===== src/sv/avralu_pkg.sv =====
// Shared types and constants for the AVR ALU and register file block.
// Holds the operation codes, the beat payload structs and the flag bit positions.
// No dependencies; every other file in this block imports it.

package avralu_pkg;

    // Operation codes carried in the request beat.
    typedef enum logic [4:0] {
        OP_ADD  = 5'd0,
        OP_ADC  = 5'd1,
        OP_SUB  = 5'd2,
        OP_SUBI = 5'd3,
        OP_SBC  = 5'd4,
        OP_SBCI = 5'd5,
        OP_AND  = 5'd6,
        OP_ANDI = 5'd7,
        OP_OR   = 5'd8,
        OP_ORI  = 5'd9,
        OP_EOR  = 5'd10,
        OP_COM  = 5'd11,
        OP_NEG  = 5'd12,
        OP_SBR  = 5'd13,
        OP_CBR  = 5'd14,
        OP_INC  = 5'd15,
        OP_DEC  = 5'd16,
        OP_TST  = 5'd17,
        OP_CLR  = 5'd18,
        OP_SER  = 5'd19,
        OP_MUL  = 5'd20,
        OP_MULS = 5'd21
    } alu_op_t;

    // Status register bit positions.
    localparam int unsigned FLAG_C = 0;
    localparam int unsigned FLAG_Z = 1;
    localparam int unsigned FLAG_N = 2;
    localparam int unsigned FLAG_V = 3;
    localparam int unsigned FLAG_S = 4;
    localparam int unsigned FLAG_H = 5;

    // Byte constants used by the flag logic.
    localparam logic [7:0] BYTE_POS_MAX = 8'h7f;
    localparam logic [7:0] BYTE_NEG_MIN = 8'h80;
    localparam logic [7:0] BYTE_ONES    = 8'hff;

    // The register file is kept as 16 rows of two registers each.
    localparam int unsigned RF_ROWS = 16;
    typedef logic [3:0]  row_addr_t;
    typedef logic [15:0] row_t;
    localparam row_addr_t ROW_PRODUCT = 4'd0;

    // Request beat.
    typedef struct packed {
        logic [4:0] op;
        logic [4:0] dest_index;
        logic [4:0] source_index;
        logic [7:0] immediate;
    } alu_req_t;

    // Response beat.
    typedef struct packed {
        logic [7:0] result_value;
        logic [7:0] product_high;
        logic [7:0] status_out;
        logic       bad_opcode;
    } alu_rsp_t;

    // Execution unit outcome handed to the control logic.
    typedef struct packed {
        logic [7:0] result;
        logic [7:0] product_high;
        logic [7:0] flags;
        logic       bad;
        logic       is_mul;
    } alu_res_t;

endpackage


===== src/sv/avralu_if.sv =====
// Valid/ready channel interfaces for the AVR ALU request and response beats.
// Depends on avralu_pkg for the payload structs.

interface avralu_req_if;
    import avralu_pkg::*;

    logic     valid;
    logic     ready;
    alu_req_t payload;

    modport source (output valid, output payload, input ready);
    modport sink (input valid, input payload, output ready);
endinterface

interface avralu_rsp_if;
    import avralu_pkg::*;

    logic     valid;
    logic     ready;
    alu_rsp_t payload;

    modport source (output valid, output payload, input ready);
    modport sink (input valid, input payload, output ready);
endinterface


===== src/sv/avr_alu_register_file.sv =====
// Top level of the AVR ALU with its 32-entry register file and status register.
// Depends on avralu_pkg, avralu_if, avralu_regfile and avralu_exec.
//
// Usage:
//   req carries one instruction per beat (op, dest_index, source_index, immediate).
//   rsp returns one beat per instruction, in order: result byte, product high byte,
//   the status register after the instruction, and a flag for an unknown opcode.
//   Both channels use valid/ready; a beat moves when both are high at a clock edge.
// Timing:
//   A request beat taken at an edge has its register operands read from the register
//   file storage at that edge. The instruction executes in the next cycle, and its
//   response beat is registered and presented when it leaves the execute stage. One
//   instruction is taken every cycle while rsp is not held; the rate is set by the
//   registered read of the register file and the execute-and-write-back stage after it.
// Reset:
//   rst_n clears the status register, the per-row valid bits (so every register reads
//   as zero) and the pipeline. No clearing pass is needed; requests are taken at once.
// Stall:
//   While rsp is held, one instruction waits in the execute stage and req.ready drops.

module avr_alu_register_file (
    input  logic         clk,
    input  logic         rst_n,
    avralu_req_if.sink   req,
    avralu_rsp_if.source rsp
);
    import avralu_pkg::*;

    logic       req_go;
    logic       s1_go;
    logic       s1_valid_reg;
    logic       s1_valid_next;
    logic [4:0] s1_op_reg;
    logic [4:0] s1_dest_reg;
    logic       s1_src_lsb_reg;
    logic [7:0] s1_imm_reg;
    logic       out_valid_reg;
    logic       out_valid_next;
    alu_rsp_t   out_data_reg;
    logic [7:0] flags_reg;
    logic [7:0] flags_next;
    row_t       row_a;
    row_t       row_b;
    logic [7:0] rd_byte;
    logic [7:0] rr_byte;
    alu_res_t   x_res;
    logic       wr_en;
    row_addr_t  wr_row;
    row_t       wr_data;

    // Handshake control.
    assign s1_go     = s1_valid_reg && (!out_valid_reg || rsp.ready);
    assign req.ready = !s1_valid_reg || s1_go;
    assign req_go    = req.valid && req.ready;

    // Register file storage and its operand reads.
    avralu_regfile u_regfile (
        .clk       (clk),
        .rst_n     (rst_n),
        .rd_en     (req_go),
        .rd_row_a  (req.payload.dest_index[4:1]),
        .rd_row_b  (req.payload.source_index[4:1]),
        .rd_data_a (row_a),
        .rd_data_b (row_b),
        .wr_en     (wr_en),
        .wr_row    (wr_row),
        .wr_data   (wr_data)
    );

    // Operand byte selection within the row.
    assign rd_byte = s1_dest_reg[0] ? row_a[15:8] : row_a[7:0];
    assign rr_byte = s1_src_lsb_reg ? row_b[15:8] : row_b[7:0];

    avralu_exec u_exec (
        .op        (s1_op_reg),
        .rd        (rd_byte),
        .rr        (rr_byte),
        .immediate (s1_imm_reg),
        .flags_in  (flags_reg),
        .res       (x_res)
    );

    // Write back: a multiply fills the whole first row, otherwise one byte is merged.
    always_comb
    begin
        wr_en = s1_go && !x_res.bad;
        if (x_res.is_mul)
        begin
            wr_row  = ROW_PRODUCT;
            wr_data = {x_res.product_high, x_res.result};
        end
        else
        begin
            wr_row  = s1_dest_reg[4:1];
            wr_data = s1_dest_reg[0] ? {x_res.result, row_a[7:0]}
                                     : {row_a[15:8], x_res.result};
        end
    end

    // Next state of the control registers.
    always_comb
    begin
        s1_valid_next = s1_valid_reg;
        if (req_go)
        begin
            s1_valid_next = 1'b1;
        end
        else if (s1_go)
        begin
            s1_valid_next = 1'b0;
        end

        out_valid_next = out_valid_reg;
        if (s1_go)
        begin
            out_valid_next = 1'b1;
        end
        else if (rsp.ready)
        begin
            out_valid_next = 1'b0;
        end

        flags_next = s1_go ? x_res.flags : flags_reg;
    end

    always_ff @(posedge clk or negedge rst_n)
    begin
        if (!rst_n)
        begin
            s1_valid_reg  <= 1'b0;
            out_valid_reg <= 1'b0;
            flags_reg     <= 8'd0;
        end
        else
        begin
            s1_valid_reg  <= s1_valid_next;
            out_valid_reg <= out_valid_next;
            flags_reg     <= flags_next;
        end
    end

    // Execute stage operands held alongside the registered read data.
    always_ff @(posedge clk)
    begin
        if (req_go)
        begin
            s1_op_reg      <= req.payload.op;
            s1_dest_reg    <= req.payload.dest_index;
            s1_src_lsb_reg <= req.payload.source_index[0];
            s1_imm_reg     <= req.payload.immediate;
        end
    end

    // Response output register.
    always_ff @(posedge clk)
    begin
        if (s1_go)
        begin
            out_data_reg.result_value <= x_res.result;
            out_data_reg.product_high <= x_res.product_high;
            out_data_reg.status_out   <= x_res.flags;
            out_data_reg.bad_opcode   <= x_res.bad;
        end
    end

    assign rsp.valid   = out_valid_reg;
    assign rsp.payload = out_data_reg;

`ifndef ASSERT_OFF
    // An instruction blocked by a held response stays in the execute stage.
    a_s1_hold: assert property (@(posedge clk) disable iff (!rst_n)
        s1_valid_reg && !s1_go |=> s1_valid_reg)
        else $error("execute stage lost an instruction while stalled");

    // An unknown opcode leaves the status register as it was.
    a_bad_keeps_flags: assert property (@(posedge clk) disable iff (!rst_n)
        s1_go && x_res.bad |=> $stable(flags_reg))
        else $error("unknown opcode changed the status register");

    // The T and I bits are never touched by any instruction.
    a_ti_stable: assert property (@(posedge clk) disable iff (!rst_n)
        1'b1 |=> $stable(flags_reg[7:6]))
        else $error("T or I flag changed");

    // A rejected instruction reports zero result bytes.
    a_bad_zero: assert property (@(posedge clk) disable iff (!rst_n)
        out_valid_reg && out_data_reg.bad_opcode |->
            out_data_reg.result_value == 8'd0 && out_data_reg.product_high == 8'd0)
        else $error("unknown opcode produced a nonzero result");
`endif

endmodule


===== src/sv/avralu_regfile.sv =====
// Register file storage: 16 rows of two 8-bit registers, two read ports, one write port.
// Reads are registered and see a write to the same row at the same edge.
// Depends on avralu_pkg for the row types.

module avralu_regfile (
    input  logic              clk,
    input  logic              rst_n,
    input  logic              rd_en,
    input  avralu_pkg::row_addr_t rd_row_a,
    input  avralu_pkg::row_addr_t rd_row_b,
    output avralu_pkg::row_t  rd_data_a,
    output avralu_pkg::row_t  rd_data_b,
    input  logic              wr_en,
    input  avralu_pkg::row_addr_t wr_row,
    input  avralu_pkg::row_t  wr_data
);
    import avralu_pkg::*;

    row_t                 mem [RF_ROWS];
    logic [RF_ROWS-1:0]   row_valid_reg;
    logic [RF_ROWS-1:0]   row_valid_next;
    row_t                 data_a_reg;
    row_t                 data_b_reg;
    logic                 valid_a_reg;
    logic                 valid_b_reg;
    logic                 hit_a;
    logic                 hit_b;

    assign hit_a = wr_en && (wr_row == rd_row_a);
    assign hit_b = wr_en && (wr_row == rd_row_b);

    // A row that was never written reads as zero.
    always_comb
    begin
        row_valid_next = row_valid_reg;
        if (wr_en)
        begin
            row_valid_next[wr_row] = 1'b1;
        end
    end

    always_ff @(posedge clk or negedge rst_n)
    begin
        if (!rst_n)
        begin
            row_valid_reg <= '0;
            valid_a_reg   <= 1'b0;
            valid_b_reg   <= 1'b0;
        end
        else
        begin
            row_valid_reg <= row_valid_next;
            if (rd_en)
            begin
                valid_a_reg <= hit_a || row_valid_reg[rd_row_a];
                valid_b_reg <= hit_b || row_valid_reg[rd_row_b];
            end
        end
    end

    // Storage write.
    always_ff @(posedge clk)
    begin
        if (wr_en)
        begin
            mem[wr_row] <= wr_data;
        end
    end

    // Registered reads with write bypass on a same-row collision.
    always_ff @(posedge clk)
    begin
        if (rd_en)
        begin
            data_a_reg <= hit_a ? wr_data : mem[rd_row_a];
            data_b_reg <= hit_b ? wr_data : mem[rd_row_b];
        end
    end

    assign rd_data_a = valid_a_reg ? data_a_reg : '0;
    assign rd_data_b = valid_b_reg ? data_b_reg : '0;

endmodule


===== src/sv/avralu_exec.sv =====
// Combinational execution unit: adder, subtractor, logic ops and 8x8 multiplier.
// Produces the result bytes and the updated status flags for one instruction.
// Depends on avralu_pkg for operation codes, flag positions and the result struct.

module avralu_exec (
    input  logic [4:0]           op,
    input  logic [7:0]           rd,
    input  logic [7:0]           rr,
    input  logic [7:0]           immediate,
    input  logic [7:0]           flags_in,
    output avralu_pkg::alu_res_t res
);
    import avralu_pkg::*;

    alu_op_t            op_code;
    logic               cin;
    logic [7:0]         sub_b;
    logic               add_cin;
    logic               sub_cin;
    logic               sub_chain;
    logic [8:0]         add_sum;
    logic [4:0]         add_half;
    logic [7:0]         add_r;
    logic               add_v;
    logic [8:0]         sub_diff;
    logic [4:0]         sub_half;
    logic [7:0]         sub_r;
    logic               sub_v;
    logic [7:0]         neg_r;
    logic [7:0]         inc_r;
    logic [7:0]         dec_r;
    logic signed [8:0]  mul_a;
    logic signed [8:0]  mul_b;
    logic signed [17:0] mul_full;
    logic [15:0]        product;
    logic               oldc;
    logic               oldh;

    // Builds Z, N, V, S from the result; C and H as given; T and I kept.
    function automatic logic [7:0] make_flags(
        input logic [7:0] old,
        input logic [7:0] r,
        input logic       v,
        input logic       c,
        input logic       h,
        input logic       z_chain
    );
        logic [7:0] f;
        f         = old;
        f[FLAG_C] = c;
        f[FLAG_Z] = (r == 8'd0) && (!z_chain || old[FLAG_Z]);
        f[FLAG_N] = r[7];
        f[FLAG_V] = v;
        f[FLAG_S] = r[7] ^ v;
        f[FLAG_H] = h;
        return f;
    endfunction

    assign op_code = alu_op_t'(op);
    assign cin     = flags_in[FLAG_C];
    assign oldc    = flags_in[FLAG_C];
    assign oldh    = flags_in[FLAG_H];

    // Operand and carry selection for the shared add and subtract paths.
    assign sub_b     = ((op_code == OP_SUBI) || (op_code == OP_SBCI)) ? immediate : rr;
    assign add_cin   = (op_code == OP_ADC) ? cin : 1'b0;
    assign sub_chain = (op_code == OP_SBC) || (op_code == OP_SBCI);
    assign sub_cin   = sub_chain ? cin : 1'b0;

    // Adder with half carry and overflow.
    assign add_sum  = {1'b0, rd} + {1'b0, rr} + {8'd0, add_cin};
    assign add_half = {1'b0, rd[3:0]} + {1'b0, rr[3:0]} + {4'd0, add_cin};
    assign add_r    = add_sum[7:0];
    assign add_v    = (~(rd[7] ^ rr[7])) & (rd[7] ^ add_r[7]);

    // Subtractor; the sign bit of the widened difference is the borrow.
    assign sub_diff = {1'b0, rd} - {1'b0, sub_b} - {8'd0, sub_cin};
    assign sub_half = {1'b0, rd[3:0]} - {1'b0, sub_b[3:0]} - {4'd0, sub_cin};
    assign sub_r    = sub_diff[7:0];
    assign sub_v    = (rd[7] ^ sub_b[7]) & (rd[7] ^ sub_r[7]);

    assign neg_r = 8'd0 - rd;
    assign inc_r = rd + 8'd1;
    assign dec_r = rd - 8'd1;

    // One signed 9x9 multiplier serves both MUL and MULS.
    assign mul_a    = {(op_code == OP_MULS) & rd[7], rd};
    assign mul_b    = {(op_code == OP_MULS) & rr[7], rr};
    assign mul_full = mul_a * mul_b;
    assign product  = mul_full[15:0];

    // Instruction decode and flag selection.
    always_comb
    begin
        res.result       = 8'd0;
        res.product_high = 8'd0;
        res.flags        = flags_in;
        res.bad          = 1'b0;
        res.is_mul       = 1'b0;
        unique case (op_code)
            OP_ADD, OP_ADC:
            begin
                res.result = add_r;
                res.flags  = make_flags(flags_in, add_r, add_v, add_sum[8], add_half[4], 1'b0);
            end
            OP_SUB, OP_SUBI:
            begin
                res.result = sub_r;
                res.flags  = make_flags(flags_in, sub_r, sub_v, sub_diff[8], sub_half[4], 1'b0);
            end
            OP_SBC, OP_SBCI:
            begin
                res.result = sub_r;
                res.flags  = make_flags(flags_in, sub_r, sub_v, sub_diff[8], sub_half[4], 1'b1);
            end
            OP_AND:
            begin
                res.result = rd & rr;
                res.flags  = make_flags(flags_in, rd & rr, 1'b0, oldc, oldh, 1'b0);
            end
            OP_ANDI:
            begin
                res.result = rd & immediate;
                res.flags  = make_flags(flags_in, rd & immediate, 1'b0, oldc, oldh, 1'b0);
            end
            OP_OR:
            begin
                res.result = rd | rr;
                res.flags  = make_flags(flags_in, rd | rr, 1'b0, oldc, oldh, 1'b0);
            end
            OP_ORI, OP_SBR:
            begin
                res.result = rd | immediate;
                res.flags  = make_flags(flags_in, rd | immediate, 1'b0, oldc, oldh, 1'b0);
            end
            OP_EOR:
            begin
                res.result = rd ^ rr;
                res.flags  = make_flags(flags_in, rd ^ rr, 1'b0, oldc, oldh, 1'b0);
            end
            OP_COM:
            begin
                res.result = ~rd;
                res.flags  = make_flags(flags_in, ~rd, 1'b0, 1'b1, oldh, 1'b0);
            end
            OP_NEG:
            begin
                res.result = neg_r;
                res.flags  = make_flags(flags_in, neg_r, neg_r == BYTE_NEG_MIN,
                                        neg_r != 8'd0, neg_r[3] | rd[3], 1'b0);
            end
            OP_CBR:
            begin
                res.result = rd & ~immediate;
                res.flags  = make_flags(flags_in, rd & ~immediate, 1'b0, oldc, oldh, 1'b0);
            end
            OP_INC:
            begin
                res.result = inc_r;
                res.flags  = make_flags(flags_in, inc_r, rd == BYTE_POS_MAX, oldc, oldh, 1'b0);
            end
            OP_DEC:
            begin
                res.result = dec_r;
                res.flags  = make_flags(flags_in, dec_r, rd == BYTE_NEG_MIN, oldc, oldh, 1'b0);
            end
            OP_TST:
            begin
                res.result = rd;
                res.flags  = make_flags(flags_in, rd, 1'b0, oldc, oldh, 1'b0);
            end
            OP_CLR:
            begin
                res.result = 8'd0;
                res.flags  = make_flags(flags_in, 8'd0, 1'b0, oldc, oldh, 1'b0);
            end
            OP_SER:
            begin
                res.result = BYTE_ONES;
            end
            OP_MUL, OP_MULS:
            begin
                res.result        = product[7:0];
                res.product_high  = product[15:8];
                res.is_mul        = 1'b1;
                res.flags[FLAG_C] = product[15];
                res.flags[FLAG_Z] = (product == 16'd0);
            end
            default:
            begin
                res.bad = 1'b1;
            end
        endcase
    end

endmodule


===== src/flat_wrapper.sv =====
// flat-port wrapper written by rule: the top's interface ports become plain ports
module avr_alu_register_file_flat import avralu_pkg::*;
  (clk, rst_n, req_valid, req_payload, req_ready, rsp_valid, rsp_payload, rsp_ready);
  avralu_req_if req_i ();
  avralu_rsp_if rsp_i ();
  input  logic clk;
  input  logic rst_n;
  input wire logic [$bits(req_i.valid)-1:0] req_valid;
  input wire logic [$bits(req_i.payload)-1:0] req_payload;
  output wire logic [$bits(req_i.ready)-1:0] req_ready;
  output wire logic [$bits(rsp_i.valid)-1:0] rsp_valid;
  output wire logic [$bits(rsp_i.payload)-1:0] rsp_payload;
  input wire logic [$bits(rsp_i.ready)-1:0] rsp_ready;
  assign req_i.valid = req_valid;
  assign req_i.payload = req_payload;
  assign req_ready = req_i.ready;
  assign rsp_valid = rsp_i.valid;
  assign rsp_payload = rsp_i.payload;
  assign rsp_i.ready = rsp_ready;
  avr_alu_register_file u_core (.clk(clk), .rst_n(rst_n), .req(req_i), .rsp(rsp_i));
endmodule

===== config.mk =====
export PLATFORM = sky130hd
export DESIGN_NAME = avr_alu_register_file_flat
export DESIGN_NICKNAME = d
export VERILOG_FILES = /design/src/sv/avralu_pkg.sv /design/src/sv/avralu_if.sv /design/src/sv/avr_alu_register_file.sv /design/src/sv/avralu_regfile.sv /design/src/sv/avralu_exec.sv /design/src/flat_wrapper.sv
export SDC_FILE = /design/constraint.sdc
export NUM_CORES = 1
export LEC_CHECK = 0
export BUFFER_PORTS_ARGS = -buffer_cell sky130_fd_sc_hd__buf_2
export CAP_MARGIN = 0
export CELL_PAD_IN_SITES_DETAIL_PLACEMENT = 1
export CELL_PAD_IN_SITES_GLOBAL_PLACEMENT = 1
export CORE_MARGIN = 5
export CORE_UTILIZATION = 54
export DETAILED_ROUTE_END_ITERATION = 6
export GPL_TIMING_DRIVEN = 0
export PLACE_DENSITY_LB_ADDON = 0.1
export REMOVE_ABC_BUFFERS = 1
export SYNTH_ARGS = -nofsm -noshare
export SYNTH_HDL_FRONTEND = slang
export SYNTH_SLANG_ARGS = --single-unit
export TNS_END_PERCENT = 5

===== constraint.sdc =====
create_clock -name clk -period 8.8 [get_ports clk]
set_clock_uncertainty 0.05 [all_clocks]
set_input_delay 0.88 -clock clk [delete_from_list [all_inputs] [get_ports clk]]
set_output_delay 0.88 -clock clk [all_outputs]
set_load 0.01 [all_outputs]

======== Word-level counts from Yosys, hierarchy flattened ========
Memories as Yosys holds them, arrays and structs flattened. A register that Yosys moved wholly into a read port is not among the register bits.
Cells that the tools add are included.
word-level totals
  flip-flop bits (word level) ............. 72
  bits in latches ......................... 0
  bits in writable memories ............... 256
  bits in read-only memories .............. 0
  output and inout port bits .............. 27
  word-level logic and storage cells ...... 149
  memories kept ........................... 1
operators by class
  add/sub/neg operators ................... 11
  multipliers ............................. 1
  div/mod/pow operators ................... 0
  $lt $le $gt $ge ......................... 4
  equality and inequality tests ........... 26
  shift-type cells ........................ 0
  muxes and demuxes ....................... 28
  bitwise gates (word level) .............. 24
  reductions and logical operators ........ 40
memory list
  name                  words  bits a word  read ports  clocked after Yosys merged registers in  write ports  RTL line              source
  u_core.u_regfile.mem  16     16           2           2                                        1            avralu_regfile.sv:19  row_t mem [RF_ROWS];
operators by type and width
  operator              count
  $pmux W8 S15          1
  $logic_not A8 Y1      13
  $mux W16              4
  $pmux W4 S14          1
  $eq A5 B4 Y1 const B  8
  $mux W8               4
  $pmux W2 S16          1
  $eq A5 B5 Y1 const B  6
  $and A8 B8 Y8         3
  $reduce_or A22 Y1     1
  $eq A5 B3 Y1 const B  4
  $eq A8 B8 Y1 const B  2
  $logic_not A16 Y1     1
  $mul A9 B9 Y16        1
  $not A8 Y8            2
  $or A16 B16 Y16       1
  $or A8 B8 Y8          2
  $lt A4 B5 Y1 const B  3
  $mux W1               13
  $eq A5 B2 Y1 const B  2
  $reduce_or A2 Y1      5
  $add A8 B8 Y9         1
  $add A9 B1 Y9         1
  $sub A8 B8 Y9         1
  27 further kinds      53

======== Depth between registers and ports, before layout ========
  depth after elaboration ................. 9
  gate-level depth with buffers ........... 27
  gate-level depth less buffers ........... 24

======== Cells and area by module ========
A second synthesis with hierarchy kept.
second synthesis, totals
  cell total of the unflattened synthesis .. 1643
  area, all modules ....................... 22394.0 sq um
by module, submodules not included
  module                 times used  cells an instance  area an instance (sq um)  seq. area each (sq um)
  avralu_regfile         1           717                14405.1                   9098.7
  avralu_exec            1           797                5745.5                    0.0
  avr_alu_register_file  1           129                2243.4                    1571.5

======== Worst setup path before layout ========
Ideal clock, no wire load.
  path type ............................... flip-flop to flip-flop
  start ................................... register, netlist name u_core.s1_op_reg[1]
  end ..................................... register u_core.u_regfile.data_a_reg[14] (read register of u_core.u_regfile.mem) (data pin)
  library setup time ...................... 135 ps
  arrival time ............................ 6166 ps
  required time ........................... 8615 ps
  slack ................................... 2449 ps
  stages on the path, launching flop included .. 22
  clock period less this slack ............ 6351 ps
  cell sequence ........................... edfxtp_1 -> clkbuf_1 -> or4b_2 -> nor2_1 -> nand2_1 -> fa_1 -> inv_1 -> fa_1 -> fa_1 -> fa_1 -> inv_1 -> fa_1 -> inv_1 -> ha_1 -> o21ai_0 -> nor2_1 -> o21ai_0 -> o21ai_0 -> a21oi_1 -> xor2_1 -> a22oi_1 -> mux2_2
RTL lines
  item              RTL line              source
  end: declaration  avralu_regfile.sv:22  row_t data_a_reg;

======== Worst setup path in the final report ========
  start ................................... register u_core.s1_dest_reg[0]
  end ..................................... memory u_core.u_regfile.mem[1][15] (netlist bit) (data pin)
between the ends
  longest elaborated chain between the ends .. 6
ends and longest elaborated chain
  item                                                    RTL line                      source
  start: declaration                                      avr_alu_register_file.sv:34   logic [4:0] s1_dest_reg;
  start signal: assignment                                avr_alu_register_file.sv:148  s1_dest_reg <= req.payload.dest_index;
  branches (longest 5 deep; another with $mul A9 B9 Y16)  --
  $mux W16 (*)                                            avr_alu_register_file.sv:87   if (x_res.is_mul)
  via u_core.u_regfile.wr_data[15]                        avralu_regfile.sv:15          input avralu_pkg::row_t wr_data
  end: declaration                                        avralu_regfile.sv:19
Mark *: on every way through the listed nets, which the timed path passes.

==> impl_summary.log <==
[metrics] number of cells in the finished layout apart from fillers: 2207
[metrics] Total Wirelength: about 70000 um
[metrics] Clock H-tree levels: 2
[metrics] TritonCTS sink count: between 300 and 400
[metrics] number of top-level pins: 54
[metrics] max reg flops: roughly 260
[metrics] Yosys top cell area share: 44.82%
[metrics] maximum clock rate: 116.5 MHz
[metrics] Die Wd: 212.4 um
[metrics] async set-reset flop share out of synthesis: about 7.3%
[metrics] number of warning messages in the yosys log: 0
[metrics] clock latency on the worst-skew pair: between 0.5 and 0.6 ns
[metrics] number of hold-slack violations in the final timing report: 0
[metrics] Gate Count Post-Synth: 1629
[metrics] biggest fanout along the worst timing path: 17
[metrics] starting density of the core: between 50% and 60%
[metrics] Synth top cells by count: 330 x edfxtp_1, 170 x mux4_2, 130 x nor2_1
[metrics] final design utilization: about three fifths
[metrics] clock slew at the register clock pins of the worst setup and hold paths: approximately 0.060 ns
[metrics] Root Driver: clkbuf_16
[metrics] DP Cell Count: around 2100
[metrics] worst-case setup margin in the final layout: about 0.21 ns
[metrics] number of distinct library cells after synthesis: between 80 and 90
[metrics] number of detailed-route iterations in the first pass: 5
[metrics] Routed WL per cell: ~32 um
[metrics] ratio of cells with drive above 1 in the final layout: approximately a quarter
[metrics] post-detailed-route count of antenna-violating nets: 0
[metrics] Worst Hold Class: primary input to async pin
[metrics] Worst Setup Start Kind: flip-flop
[metrics] clock buffer depth: 3
[metrics] IR drop worst, VDD: between 200 and 250 uV
[metrics] total of max-cap violations: 0
[metrics] Area growth syn-to-layout: 10.12%
[metrics] count of flip-flops with a built-in enable after synthesis: 330
[metrics] slew of the pin with the lowest slew margin: 1.405 ns
[metrics] outcome: completed
[metrics] Final #Nets: 1810
[metrics] post-place instance area: ~23000 um2
[metrics] count of pins over their slew limit: 0
[metrics] Post-route DRC: 0
[metrics] CP Data Required Time: between 8 and 9 ns
[metrics] overall track demand over capacity in global routing: 31.35%
[metrics] internal reg-to-reg setup slack: between 0.2 and 0.25 ns
[metrics] CTS tree: yes
[metrics] global-route wire length before repair: about 100000 um
[metrics] crit end category: flip-flop
[metrics] Cell Rows: between 70 and 80
[metrics] largest cells by area after synthesis: edfxtp_1 45%, mux4_2 17%, fa_1 6.1%, ha_1 3.7%, dfrtp_1 2.9%
[metrics] share of synthesized area occupied by flip-flops and latches: between 40% and 50%
[metrics] Setup-failing EPs final: 0
[metrics] number of buffers inserted during clock tree synthesis: 39
[metrics] weighted congestion at the end of routability-driven global placement: about 0.96
[metrics] area leader, netlist: edfxtp_1
[metrics] share of the clock period used by the worst path: 97.56%
[metrics] unrepaired setup endpoints after global routing: no
[metrics] cell area power density: roughly 210 nW/um2
[metrics] final antenna diode count: 0
[metrics] Post-Layout Inst Area: about 24000 um2
[metrics] arrival time at the worst endpoint: ~8.7 ns
[metrics] Die Span Y: between 200 and 250 um
[metrics] core area: between 40000 and 50000 um2
[metrics] total die area: 45090 um2
[metrics] Setup WS pre-CTS: -0.9876 ns
[metrics] count of vias placed by the detailed router: 15025
[metrics] # port buffers: between 50 and 60
[metrics] post-DP HPWL: around 50000 um
[metrics] pin count of the biggest net entering global routing: 40
[metrics] most frequently used cell type in the post-synthesis netlist: edfxtp_1
[metrics] Avg Cell Area, Syn: 13.57 um2
[metrics] number of antenna violations at the first check in global routing: 1
[metrics] ratio of routed vias to standard cells: about 6.8
[metrics] Synth Flop Type: edfxtp_1
[metrics] summed instance area of the synthesized netlist: roughly 22000 um2
[metrics] Crit Path Category: flip-flop to flip-flop
[metrics] number of design-rule violations left by the first detailed-router iteration: 1484
[metrics] post-synthesis register bit count: about 360
[metrics] vias in the first global route: 15978
[metrics] shortest clock period the worst path allows after layout: 8.586 ns
[metrics] total global routing overflow: 0
[metrics] worst slew slack as a fraction of its limit: just over 6%
[metrics] Largest Register: u_core.u_regfile.mem
[metrics] leakage: 8.825 nW
metal layers:
layer | GRT usage (%) | share of wire (%) | vias to the layer above
met5 | 0 | 0 | -
met4 | 14.35 | 5.4 | 0
met3 | 5.297 | 7.1 | 197
met2 | 52.20 | 50 | 709
met1 | 40.85 | 38 | 7824
li1 | - | - | 6295
worst max-delay path: stages, from the launching register on:
cell,delay (ns)
edfxtp_1,0.82
mux2i_1,0.55
nand2b_2,0.50
clkinv_1,0.52
ha_1,0.49
fa_1,0.52
inv_1,0.06
fa_1,0.54
inv_1,0.05
fa_1,0.44
fa_1,0.49
inv_1,0.05
fa_1,0.49
inv_1,0.04
ha_1,0.22
o31ai_1,0.40
a221oi_1,0.20
a21o_1,0.21
a21oi_1,0.36
xor2_1,0.20
a221oi_2,0.59
inv_1,0.40
what timing repair did:
item / in CTS / in global routing
resized for setup: 4 / 2
endpoints found under the hold margin: 0 / 0
setup buffers: 1 / 0
hold buffers: 0 / 0
endpoints found under the setup margin: 115 / 18
layout by cell type, fill, tap and decap left out, drive strengths merged, types with 17 or more instances in the layout:
cell type	synthesis	final
nor2	130	130
mux4	170	170
edfxtp	330	330
nor3	21	21
xnor2	34	34
ha	66	66
a21oi	39	39
buf	31	74
clkbuf	64	52
dfrtp	26	26
o21ai	52	52
nand3	29	29
clkinv	5	17
mux2	45	45
fa	67	67
nand2	98	98
or2	19	19
and2	18	18
inv	132	132
stage by stage:
step | total power [W] | TNS (ns) | hold slack, ns
2_1_floorplan | 0.003106 | 0 | 0.4015
3_3_place_gp | 0.003608 | -40.48 | 0.4168
3_5_place_dp | 0.003660 | -43.15 | 0.4259
4_1_cts | 0.005184 | 0 | 0.3062
5_1_grt | 0.005423 | 0 | 0.3571
6_report | 0.005181 | 0 | 0.3251
where the power goes:
part           switching [W]  leakage [nW]  internal [W]
clock network       0.000668         0.554      0.000849
registers           0.000100          3.35       0.00205
logic               0.000964          4.92      0.000549
path summary, 6_finish.rpt:
kind                                                    from                                 to  depth (start not counted)
max reg2reg                            u_core.s1_dest_reg[0]        u_core.u_regfile.mem[1][15]                         21
min in group clk           u_core.u_regfile.row_valid_reg[7]  u_core.u_regfile.row_valid_reg[7]                          1
min                                                    rst_n                u_core.flags_reg[3]                          1
min reg2reg                u_core.u_regfile.row_valid_reg[7]  u_core.u_regfile.row_valid_reg[7]                          1
max in group asynchronous                              rst_n       u_core.u_regfile.valid_a_reg                          1
max                                    u_core.s1_dest_reg[0]        u_core.u_regfile.mem[1][15]                         21
logic make-up (layout without fill, tap and decap cells):
family | count (synthesis) | after routing | synth area share [%]
simple gates | 408 | 408 | 9.105
flops | 356 | 356 | 47.76
buf+inv | 232 | 277 | 4.074
compound gates | 231 | 231 | 7.458
mux | 226 | 226 | 20.12
fa+ha+maj | 133 | 133 | 9.801
xor+xnor | 42 | 42 | 1.664
other cells | 1 | 2 | 0.01696
final cells by class:
class | count | area (um2)
Inverter | 137 | 514.2
Timing Repair Buffer | 74 | 721.9
Multi-Input combinational cell | 1042 | 10740
Clock inverter | 14 | 118.9
Tap cell | 532 | 665.6
Clock buffer | 52 | 1025
Fill cell | 3844 | 16300
Sequential cell | 356 | 10560
Note: power is estimated with default switching activity, not from simulation.
